--- src/rtl/dnsmsc_pkg.sv ---
// ----------------------------------------------------------------------------
// DNS message structure checker package
// Result word type and the fixed constants of the DNS wire format.
// ----------------------------------------------------------------------------
package dnsmsc_pkg;

   localparam int COUNT_W     = 16;
   localparam int DEPTH_W     = 7;
   localparam int BYTE_W      = 8;
   localparam int ITEMS_W     = 7;
   localparam int PTR_W       = 14;

   localparam int HEADER_BYTES     = 12;
   localparam int COUNTS_FIRST     = 4;
   localparam int QUESTION_LIMIT   = 16;
   localparam int RECORD_LIMIT     = 64;
   localparam int QUESTION_FIXED   = 4;
   localparam int RECORD_FIXED     = 10;

   localparam logic [1:0] LABEL_TYPE_MASK_HI = 2'b11;
   localparam logic [1:0] LABEL_TYPE_PLAIN   = 2'b00;

   localparam logic [1:0] SEC_QUESTION   = 2'd0;
   localparam logic [1:0] SEC_ADDITIONAL = 2'd3;

   typedef struct packed {
      logic               verdict;
      logic [COUNT_W-1:0] questions;
      logic [COUNT_W-1:0] answers;
      logic [COUNT_W-1:0] authorities;
      logic [COUNT_W-1:0] additionals;
      logic               malformed_flag;
      logic               pointer_seen;
      logic               loop_risk;
      logic               trailing_data;
      logic [DEPTH_W-1:0] max_depth;
   } rsp_word_type;

endpackage

--- src/rtl/dnsmsc_walker.sv ---
// ----------------------------------------------------------------------------
// DNS message walker
// Per-byte state update: header counts, name, fixed and rdata walk, summary.
// ----------------------------------------------------------------------------
module dnsmsc_walker import dnsmsc_pkg::*; #(
   parameter int MAX_MESSAGE_BYTES = 4096,
   parameter int MAX_NAME_STEPS    = 64
) (
   input  logic              clock,
   input  logic              reset,
   input  logic              step,
   input  logic [BYTE_W-1:0] msg_byte,
   input  logic              last,
   output rsp_word_type      summary
);

   localparam int POS_W  = $clog2(MAX_MESSAGE_BYTES + 1);
   localparam int STEP_W = $clog2(MAX_NAME_STEPS + 2);
   localparam int CMP_W  = (POS_W > PTR_W) ? POS_W : PTR_W;

   localparam logic [2:0] PH_HEADER   = 3'd0;
   localparam logic [2:0] PH_NAME     = 3'd1;
   localparam logic [2:0] PH_PTR2     = 3'd2;
   localparam logic [2:0] PH_LABEL    = 3'd3;
   localparam logic [2:0] PH_FIXED    = 3'd4;
   localparam logic [2:0] PH_RDATA    = 3'd5;
   localparam logic [2:0] PH_COMPLETE = 3'd6;
   localparam logic [2:0] PH_STOPPED  = 3'd7;

   logic [POS_W-1:0]                pos_ff, pos_in;
   logic                            oversize_ff, oversize_in;
   logic [2:0]                      phase_ff, phase_in;
   logic [1:0]                      sec_ff, sec_in;
   logic [ITEMS_W-1:0]              items_ff, items_in;
   logic [COUNT_W-1:0]              left_ff, left_in;
   logic [BYTE_W-1:0]               rdhigh_ff, rdhigh_in;
   logic [PTR_W-BYTE_W-1:0]         ptrhigh_ff, ptrhigh_in;
   logic [POS_W-1:0]                origin_ff, origin_in;
   logic [STEP_W-1:0]               steps_ff, steps_in;
   logic [3:0][COUNT_W-1:0]         counts_ff, counts_in;
   logic                            malformed_ff, malformed_in;
   logic                            pointer_ff, pointer_in;
   logic                            loop_ff, loop_in;
   logic                            trailing_ff, trailing_in;
   logic [STEP_W-1:0]               deepest_ff, deepest_in;

   logic                            do_seek;
   logic [1:0]                      seek_sec;
   logic [ITEMS_W-1:0]              seek_items;
   logic                            found;
   logic [3:0]                      hdr_off;
   logic [STEP_W-1:0]               steps_next;
   logic [COUNT_W-1:0]              left_dec;
   logic [COUNT_W-1:0]              rdlength;
   logic [CMP_W-1:0]                ptr_target;
   logic [CMP_W-1:0]                ptr_origin;
   logic                            over_limit;
   logic                            reject;
   logic                            open_walk;

   always_comb begin
      pos_in       = pos_ff;
      oversize_in  = oversize_ff;
      phase_in     = phase_ff;
      sec_in       = sec_ff;
      items_in     = items_ff;
      left_in      = left_ff;
      rdhigh_in    = rdhigh_ff;
      ptrhigh_in   = ptrhigh_ff;
      origin_in    = origin_ff;
      steps_in     = steps_ff;
      counts_in    = counts_ff;
      malformed_in = malformed_ff;
      pointer_in   = pointer_ff;
      loop_in      = loop_ff;
      trailing_in  = trailing_ff;
      deepest_in   = deepest_ff;
      do_seek      = 1'b0;
      seek_sec     = sec_ff;
      seek_items   = items_ff;
      found        = 1'b0;
      hdr_off      = pos_ff[3:0] - 4'(COUNTS_FIRST);
      steps_next   = steps_ff + STEP_W'(1);
      left_dec     = (left_ff != '0) ? left_ff - COUNT_W'(1) : left_ff;
      rdlength     = {rdhigh_ff, msg_byte};
      ptr_target   = CMP_W'({ptrhigh_ff, msg_byte});
      ptr_origin   = CMP_W'(origin_ff);
      over_limit   = 1'b0;

      if (pos_ff >= POS_W'(MAX_MESSAGE_BYTES)) begin
         oversize_in = 1'b1;
      end else begin
         pos_in = pos_ff + POS_W'(1);
      end

      case (phase_ff)
         PH_HEADER: begin
            if (pos_ff >= POS_W'(COUNTS_FIRST) && pos_ff < POS_W'(HEADER_BYTES)) begin
               if (!pos_ff[0]) begin
                  counts_in[hdr_off[2:1]] = {msg_byte, BYTE_W'(0)};
               end else begin
                  counts_in[hdr_off[2:1]] = {counts_ff[hdr_off[2:1]][COUNT_W-1:BYTE_W],
                                             msg_byte};
               end
            end
            if (pos_ff == POS_W'(HEADER_BYTES - 1)) begin
               over_limit = counts_in[0] > COUNT_W'(QUESTION_LIMIT) ||
                            counts_in[1] > COUNT_W'(RECORD_LIMIT) ||
                            counts_in[2] > COUNT_W'(RECORD_LIMIT) ||
                            counts_in[3] > COUNT_W'(RECORD_LIMIT);
               if (over_limit) begin
                  malformed_in = 1'b1;
                  phase_in     = PH_STOPPED;
               end else begin
                  do_seek    = 1'b1;
                  seek_sec   = SEC_QUESTION;
                  seek_items = counts_in[0][ITEMS_W-1:0];
               end
            end
         end
         PH_NAME: begin
            steps_in = steps_next;
            if (steps_next > STEP_W'(MAX_NAME_STEPS)) begin
               loop_in  = 1'b1;
               phase_in = PH_STOPPED;
            end else begin
               if (steps_next > deepest_ff) begin
                  deepest_in = steps_next;
               end
               if (msg_byte[7:6] == LABEL_TYPE_MASK_HI) begin
                  ptrhigh_in = msg_byte[5:0];
                  origin_in  = pos_ff;
                  phase_in   = PH_PTR2;
               end else if (msg_byte[7:6] != LABEL_TYPE_PLAIN) begin
                  malformed_in = 1'b1;
                  phase_in     = PH_STOPPED;
               end else if (msg_byte == '0) begin
                  phase_in = PH_FIXED;
                  left_in  = (sec_ff == SEC_QUESTION) ? COUNT_W'(QUESTION_FIXED)
                                                      : COUNT_W'(RECORD_FIXED);
               end else begin
                  left_in  = COUNT_W'(msg_byte);
                  phase_in = PH_LABEL;
               end
            end
         end
         PH_PTR2: begin
            pointer_in = 1'b1;
            if (ptr_target >= ptr_origin) begin
               loop_in  = 1'b1;
               phase_in = PH_STOPPED;
            end else begin
               phase_in = PH_FIXED;
               left_in  = (sec_ff == SEC_QUESTION) ? COUNT_W'(QUESTION_FIXED)
                                                   : COUNT_W'(RECORD_FIXED);
            end
         end
         PH_LABEL: begin
            left_in = left_dec;
            if (left_dec == '0) begin
               phase_in = PH_NAME;
            end
         end
         PH_FIXED: begin
            if (sec_ff != SEC_QUESTION && left_ff == COUNT_W'(2)) begin
               rdhigh_in = msg_byte;
            end
            left_in = left_dec;
            if (left_dec == '0) begin
               rdhigh_in = '0;
               if (sec_ff != SEC_QUESTION && rdlength != '0) begin
                  left_in  = rdlength;
                  phase_in = PH_RDATA;
               end else begin
                  do_seek    = 1'b1;
                  seek_items = (items_ff != '0) ? items_ff - ITEMS_W'(1) : items_ff;
               end
            end
         end
         PH_RDATA: begin
            left_in = left_dec;
            if (left_dec == '0) begin
               do_seek    = 1'b1;
               seek_items = (items_ff != '0) ? items_ff - ITEMS_W'(1) : items_ff;
            end
         end
         PH_COMPLETE: begin
            trailing_in = 1'b1;
         end
         default: begin
         end
      endcase

      // advance to the next item, skipping empty sections
      if (do_seek) begin
         if (seek_items != '0) begin
            phase_in = PH_NAME;
            sec_in   = seek_sec;
            items_in = seek_items;
            steps_in = '0;
         end else begin
            for (int j = 1; j < 4; j++) begin
               if (!found && 2'(j) > seek_sec && counts_in[j] != '0) begin
                  found    = 1'b1;
                  sec_in   = 2'(j);
                  items_in = counts_in[j][ITEMS_W-1:0];
               end
            end
            if (found) begin
               phase_in = PH_NAME;
               steps_in = '0;
            end else begin
               phase_in = PH_COMPLETE;
               sec_in   = SEC_ADDITIONAL;
               items_in = '0;
            end
         end
      end
   end

   always_comb begin
      reject    = oversize_in || pos_ff < POS_W'(HEADER_BYTES - 1);
      open_walk = phase_in != PH_COMPLETE && phase_in != PH_STOPPED;
      summary   = '0;
      if (reject) begin
         summary.verdict = 1'b1;
      end else begin
         summary.questions      = counts_in[0];
         summary.answers        = counts_in[1];
         summary.authorities    = counts_in[2];
         summary.additionals    = counts_in[3];
         summary.malformed_flag = malformed_in || open_walk;
         summary.pointer_seen   = pointer_in;
         summary.loop_risk      = loop_in;
         summary.trailing_data  = phase_in == PH_COMPLETE && trailing_in;
         summary.max_depth      = DEPTH_W'(deepest_in);
      end
   end

   always_ff @(posedge clock) begin
      if (reset || (step && last)) begin
         pos_ff       <= '0;
         oversize_ff  <= 1'b0;
         phase_ff     <= PH_HEADER;
         sec_ff       <= SEC_QUESTION;
         items_ff     <= '0;
         left_ff      <= '0;
         rdhigh_ff    <= '0;
         ptrhigh_ff   <= '0;
         origin_ff    <= '0;
         steps_ff     <= '0;
         counts_ff    <= '0;
         malformed_ff <= 1'b0;
         pointer_ff   <= 1'b0;
         loop_ff      <= 1'b0;
         trailing_ff  <= 1'b0;
         deepest_ff   <= '0;
      end else if (step) begin
         pos_ff       <= pos_in;
         oversize_ff  <= oversize_in;
         phase_ff     <= phase_in;
         sec_ff       <= sec_in;
         items_ff     <= items_in;
         left_ff      <= left_in;
         rdhigh_ff    <= rdhigh_in;
         ptrhigh_ff   <= ptrhigh_in;
         origin_ff    <= origin_in;
         steps_ff     <= steps_in;
         counts_ff    <= counts_in;
         malformed_ff <= malformed_in;
         pointer_ff   <= pointer_in;
         loop_ff      <= loop_in;
         trailing_ff  <= trailing_in;
         deepest_ff   <= deepest_in;
      end
   end

   a_header_position: assert property (@(posedge clock) disable iff (reset)
      phase_ff != PH_HEADER |-> pos_ff >= POS_W'(HEADER_BYTES))
      else $error("walk left the header before byte twelve");

   a_name_steps: assert property (@(posedge clock) disable iff (reset)
      phase_ff == PH_NAME |-> steps_ff <= STEP_W'(MAX_NAME_STEPS))
      else $error("name step count passed its limit inside a name");

   a_restart: assert property (@(posedge clock) disable iff (reset)
      step && last |=> phase_ff == PH_HEADER && pos_ff == '0)
      else $error("walker did not restart after the last byte");

endmodule

--- config.mk ---
export PLATFORM = sky130hd
export DESIGN_NAME = dnsmsc_walker
export DESIGN_NICKNAME = d
export VERILOG_FILES = /design/src/rtl/dnsmsc_pkg.sv /design/src/rtl/dnsmsc_walker.sv
export SDC_FILE = /design/constraint.sdc
export NUM_CORES = 1
export LEC_CHECK = 0
export BUFFER_PORTS_ARGS = -buffer_cell sky130_fd_sc_hd__buf_2
export CORE_MARGIN = 4
export CORE_UTILIZATION = 40
export DETAILED_ROUTE_END_ITERATION = 10
export SLEW_MARGIN = 5
export SYNTH_ARGS = -nofsm -noshare
export SYNTH_HDL_FRONTEND = slang
export SYNTH_SLANG_ARGS = --single-unit
--- constraint.sdc ---
create_clock -name clock -period 6.7 [get_ports clock]
set_input_delay 1.34 -clock clock [delete_from_list [all_inputs] [get_ports clock]]
set_output_delay 1.34 -clock clock [all_outputs]
set_load 0.02 [all_outputs]
==> results.md, run 1 <==
* Status: finished, final reports clean
* Slew Limit Fails at 0
* Syn avg cell area at 6.96 sq um
* Clock Tree Buf Depth at 2
* Gr usage total at 0.263
* Asr flop ratio synth at 0
* Placed Instances at 1877
* Antenna diodes at 0
* First-pass GRT wire length at slightly above 60000 um
* Die area at 29400 sq um
* Final Skew at 0.0203 ns
* P_leak at between 0.004 and 0.005 uW
* CTS Buf Count at 17
* Port Buffers at 87
* H-tree depth at 4
* Sequential area share after synthesis at 0.283
* Final Hold Fails at 0
* FF+latch count, synth at 151
* Post-synth EDFFs at 0
* Core Footprint at 26200 sq um
* 1st-pass router iterations at 6
* Hold WS at 0.458 ns
* Area Overhead vs Synth at 12.1%
* Reg clk slew, reported paths at 0.07 ns
* Chip height at 172 um
* Worst-path cell chain: nand2_1, o221ai_1, nor4_1, o32a_1, and4_1, and3_1, a2111oi_2, o221ai_1, nor4_4, a21o_1, and3_1, buf_2
* Placer's final routability congestion estimate at 0.990
* Critical path launch point type: flip-flop
* Slew margin rel. at 0.245
* Fill count at 2737
* Post-Syn Area at 10700 sq um
* Total wire length at 39700 um
* # clock sinks at roughly 150
* Max Clk Rate at 156 MHz
* Area leader, netlist: dfxtp_1
* Syn Inst Count at 1536
* Setup CP Type: reg2out
* RSZ-0062 raised after global routing: no
* Share of post-route cells with drive strength above 1 at 0.121
* CP peak stage delay at 0.83 ns
* Final Net Count at 1600
* I/O pin count at 88
* Maximum vdd drop at 0.134 mV
* Worst min path class: reg2reg
* Final ANT Viol Nets at 0
* Max cap viols at 0
* Cell Rows at 59
* Top post-synthesis cells by area: dfxtp_1, a21oi_1, nand2_1, nor2_1, mux2i_1
* Initial Util at 0.408
* Initial antenna violation count at 0
* Finished Layout Cells at roughly 1.9k
* Hold buffer count at cts at 0
* Setup violations, final at 0
* Main synth FF type: dfxtp_1
* Vias in the first global route at about 11k
* Setup TNS at 0 ns
* Worst Path Max Fanout at 21
* 1st-iter DRT viols at 1386
* DRC at 0
* Chip width at 172 um
* Nature of the critical path endpoint: output port
* Post-CTS Resized at 0
* CP bufs+invs at 1
* Req. time, crit path at ~5.4 ns
* Largest net degree at the start of global routing at 85
* Clock root cell: clkbuf_16
* Vias per cell at 6.12
* CP arrival at between 5 and 6 ns
* Post-synth top area share at 0.283
* Cell family with most CP delay: compound AO/OA/AOI/OAI gates
* Via count at between 10k and 15k
* Pwr Density at 198 nW/um^2
* Worst-Margin Slew at between 1 and 1.5 ns
* Grt ovf at 0
* CP max stage cell: dfxtp_1
* Post-CTS setup buffers at 0
* Worst skew pair latency at 0.44 ns
* Detail Placement HPWL at 28500 um
* Yosys warns at 0
* Synth cell types at 77
* Tmin final at 6.40 ns
* Drt wl/cell at about 21 um
* Syn nets at 1575
* Period utilization at 0.956
* TritonCTS clock tree: built
==> state kept, by name (all words and copies together) (netlist names), 2 cells and up <==
name        count
counts_ff      64
deepest_ff      7
items_ff        7
left_ff        16
origin_ff      13
phase_ff        3
pos_ff         13
ptrhigh_ff      6
rdhigh_ff       8
sec_ff          2
steps_ff        7
==> cells in the mapped netlist (11+ instances only) <==
master and number:
nand2_1 228, nor2_1 216, a21oi_1 183, dfxtp_1 151, clkbuf_1 92, inv_1 56, mux2i_1 49, o21ai_0 48
a211oi_1 43, nand3_1 42, nor3_1 40, ha_1 27, nor4_1 23, nand2b_1 19, nand4_1 19, or4_1 18
or3_1 17, a22oi_1 13, o221ai_1 13, o41ai_1 12, o31ai_1 11, xor2_1 11
==> cell type report <==
cell class | count | area, sq um | share of cell area
Clock inverter | 14 | 185 | 0.0154
Timing Repair Buffer | 121 | 691 | 0.0576
Sequential cell | 151 | 3020 | 0.252
Clock buffer | 18 | 439 | 0.0366
Tap cell | 335 | 419 | 0.0349
Inverter | 58 | 218 | 0.0182
Multi-Input combinational cell | 1212 | 7020 | 0.585
==> placed cells by master (no fill, tap or decap), types with 6 or more instances in the layout <==
cell type	n
nor4_2	6
or3_1	17
nor4_1	23
buf_2	87
xor2_1	11
a21oi_1	183
dfxtp_1	151
o211ai_1	10
o221ai_1	13
nand4_1	19
and2_1	8
xnor2_1	10
ha_1	27
inv_6	6
a31oi_1	9
o31ai_1	11
o21ai_0	48
buf_4	34
or2_2	6
nor2b_1	10
nand2_1	228
inv_1	56
nor3_1	37
mux2i_1	49
o41ai_1	12
o21a_1	8
nor2_1	216
a211oi_1	43
nand2b_1	19
o21ai_1	10
clkbuf_16	17
o22ai_1	10
and3_1	8
nand3_1	42
and4_1	8
or4_1	18
a22oi_1	12
==> per-layer routing <==
metal	part of all wire	routed length [um]	track usage
met2	0.43	17200	0.398
met5	0	0	0
met3	0.084	3320	0.0469
met4	0.027	1060	0.0782
met1	0.46	18100	0.382
==> cells by family (layout without fill, tap and decap cells) <==
group / after synthesis / after routing / synth area share
xor gates and xnor gates: 21 / 21 / 0.0172
muxes: 59 / 59 / 0.0574
DFF: 151 / 151 / 0.283
buffers and inverters: 173 / 211 / 0.0640
AOI/OAI and AO/OA: 409 / 409 / 0.237
adders and majority gates: 27 / 27 / 0.0316
and+or+nand+nor: 696 / 696 / 0.310
==> tightest hold or removal path, delay by kind of cell, from the launching register on <==
family             cells  cell delay (ns)
AOI/OAI and AO/OA      1             0.05
DFF                    1             0.31
and+or+nand+nor        1             0.05
==> worst paths after layout <==
path / start / end / slack, ns / cells after the start
setup / recovery: pos_ff[1] / summary[7] / 0.30 / 12
hold / removal: origin_ff[6] / origin_ff[6] / 0.46 / 2
setup reg to reg: pos_ff[9] / items_ff[5] / 1.52 / 11
hold reg to reg: origin_ff[6] / origin_ff[6] / 0.46 / 2
==> per-stage QoR <==
stage | setup WS (ns) | area, sq um | power, uW | util
finish | 0.295 | 12000 | 2370 | 0.458
floorplan | 1.04 | 10700 | 1210 | -
CTS | 0.295 | 12000 | 2370 | 0.457
detailed placement | 0.597 | 11400 | 1320 | 0.434
global route | 0.00520 | 12000 | 2450 | 0.458
global placement | 0.638 | 11400 | 1320 | 0.434
==> power breakdown <==
group,switching [uW],internal (uW),leakage [uW],total [uW]
registers,16.6,909,0.00122,925
clock network,450,609,0.000303,1060
logic,270,117,0.00274,387
total,736,1630,0.00427,2370
Note: power is estimated with default switching activity, not from simulation.
==> inputs of run 2 (changes only) <==
Settings changed: ABC_AREA from default to 1.
==> results.md, run 2 <==
* Initial antenna violation count at 0
* Post-CTS setup buffers at 0
* Grt ovf at 0
* 1st-pass router iterations at 6
* Via count at ~13k
* Final Hold Fails at 0
* Post-Syn Area at 11800 sq um
* Reg clk slew, reported paths at approximately 0.070 ns
* Area leader, netlist: dfxtp_1
* CP arrival at just under 5 ns
* Final Net Count at 2094
* Chip height at 180 um
* # clock sinks at 151
* Top post-synthesis cells by area: dfxtp_1, nand2_1, o21ai_0, a21oi_1, inv_1
* Area Overhead vs Synth at 10.6%
* Post-synth EDFFs at 0
* Nature of the critical path endpoint: output port
* Syn avg cell area at 5.81 sq um
* Vias per cell at ~5.5
* Sequential area share after synthesis at 0.256
* Most common cell after layout, fill and taps aside: nand2_1
* Clock root cell: clkbuf_16
* RSZ-0062 raised after global routing: no
* Antenna diodes at 0
* Share of post-route cells with drive strength above 1 at 0.0996
* Slew Limit Fails at 0
* Pwr Density at 213 nW/um^2
* Worst Path Max Fanout at 11
* CTS Buf Count at 17
* Final ANT Viol Nets at 0
* Yosys warns at 0
* Main synth FF type: dfxtp_1
* Biggest regs: counts_ff: 64 flops, left_ff: 16 flops
* First-pass GRT wire length at 65100 um
* I/O pin count at 88
* P_leak at about 0.0063 uW
* Syn Inst Count at between 2k and 2.5k
* Commonest non-fill, non-tap cells in the layout: nand2_1, o21ai_0, inv_1
* Critical path launch point type: input port
* TritonCTS clock tree: built
* Pre-CTS worst setup slack at 0.477 ns
* Worst min path class: reg2reg
* Cell Rows at 62
* Area after DPL at ~12000 sq um
* Slew margin rel. at 0.254
* Gr usage total at 0.244
* Post-CTS Resized at 0
* Placer's final routability congestion estimate at 0.926
* Tmin final at between 6 and 7 ns
* Detail Placement HPWL at 28800 um
* Top-count cell post-synth: nand2_1
* Syn nets at 2074
* Setup CP Type: in2out
* Total wire length at ~41000 um
* Final setup margin at 0.409 ns
* Req. time, crit path at 5.36 ns
* Port Buffers at 87
* Asr flop ratio synth at 0
* Status: finished, final reports clean
* Cell area after layout at 13100 sq um
* Post-synth top area share at 0.256
* Worst-Margin Slew at between 1 and 1.5 ns
* Synth cell types at 49
* Max Clk Rate at 159 MHz
* Max FFs per register at 64
* Setup violations, final at 0
* Core Footprint at 28900 sq um
* H-tree depth at 4
* Chip width at approximately 180 um
* Hold WS at 0.482 ns
* Top post-synthesis cells by count: nand2_1, o21ai_0, inv_1
* Vias in the first global route at 11.9k
* Worst skew pair latency at 0.44 ns
* FF+latch count, synth at 151
* DRC at 0
* Maximum vdd drop at about 0.13 mV
* Clock Tree Buf Depth at 2
* Initial Util at 0.409
* Period utilization at 0.939
* Drt wl/cell at 16.7 um
* Largest net degree at the start of global routing at around 110
* 1st-iter DRT viols at approximately 1.3k
* Die area at 32400 sq um
* Setup TNS at 0 ns
* Hold buffer count at cts at 0
* Max cap viols at 0
* Largest Register: counts_ff
* Final Skew at 0.0142 ns
[run 2: cell count changes after synthesis, sizes merged, moves of 40 or more]
cell	delta
o21ai	+231
nand3	+62
inv	+179
a211oi	-40
nand2	+314
mux2i	-49
[run 2: layout make-up]
class | instances | area (sq um)
fillers | 3124 | 15900
multi-input cells | 1540 | 7420
flip-flops and latches | 151 | 3020
inverters | 239 | 905
repair buffers | 106 | 581
clock buffers | 21 | 480
well taps | 384 | 480
clock inverters | 11 | 184
[run 2: critical path, cell delays in order]
cell and delay, ns:
buf_2 0.20, inv_1 0.25, nand2_1 0.21, nor4_2 0.69, nand3_1 0.20, nand2_1 0.21, a21oi_1 0.16, nor2_2 0.30
nand2_1 0.08, o21ai_1 0.09, nor2_1 0.07, nand2_1 0.10, nand2_1 0.07, nand2_1 0.06, nor2_1 0.05, nand3_1 0.13
nand2_1 0.28, nand4_1 0.16, nand2_1 0.06, inv_1 0.07, buf_2 0.15
[run 2: cell families (layout without fill, tap and decap cells)]
group                      count (synthesis)  after routing  synth area share
and+or+nand+nor                          960            960             0.346
adders and majority gates                 27             27            0.0286
buffers and inverters                    344            377             0.118
AOI/OAI and AO/OA                        545            545             0.246
xor gates and xnor gates                   8              8           0.00593
DFF                                      151            151             0.256
[run 2: power by group]
part | total, uW | leakage [uW] | switching, uW | internal (uW)
Combinational | 709 | 0.00477 | 505 | 204
Sequential | 966 | 0.00123 | 32.6 | 934
Clock | 1110 | 0.000327 | 440 | 673
Total | 2790 | 0.00633 | 978 | 1810
[run 2: per-layer routing]
| layer | routed length [um] | vias to the layer above | share of wire | GRT usage |
|---|---|---|---|---|
| li1 | - | 6725 | - | - |
| met1 | 19300 | 6144 | 0.47 | 0.348 |
| met2 | 17800 | 439 | 0.43 | 0.376 |
| met3 | 2890 | 63 | 0.070 | 0.0432 |
| met4 | 1080 | 0 | 0.026 | 0.0719 |
| met5 | 0 | - | 0 | 0 |
[run 2: worst paths after layout]
kind | depth (start not counted) | start | to | slack, ns
worst max-delay path | 21 | msg_byte[7] | summary[10] | 0.41
worst min-delay path | 2 | deepest_ff[4] | deepest_ff[4] | 0.48
worst max register to register | 17 | pos_ff[2] | items_ff[4] | 2.10
worst min register to register | 2 | deepest_ff[4] | deepest_ff[4] | 0.48
[run 2: metrics by stage]
stage	total power, uW	util	std cells
2_1_floorplan	1490	-	2035
3_3_place_gp	1680	0.429	2420
3_5_place_dp	1680	0.429	2420
4_1_cts	2790	0.452	2452
5_1_grt	2930	0.452	2452
6_report	2790	0.452	2452
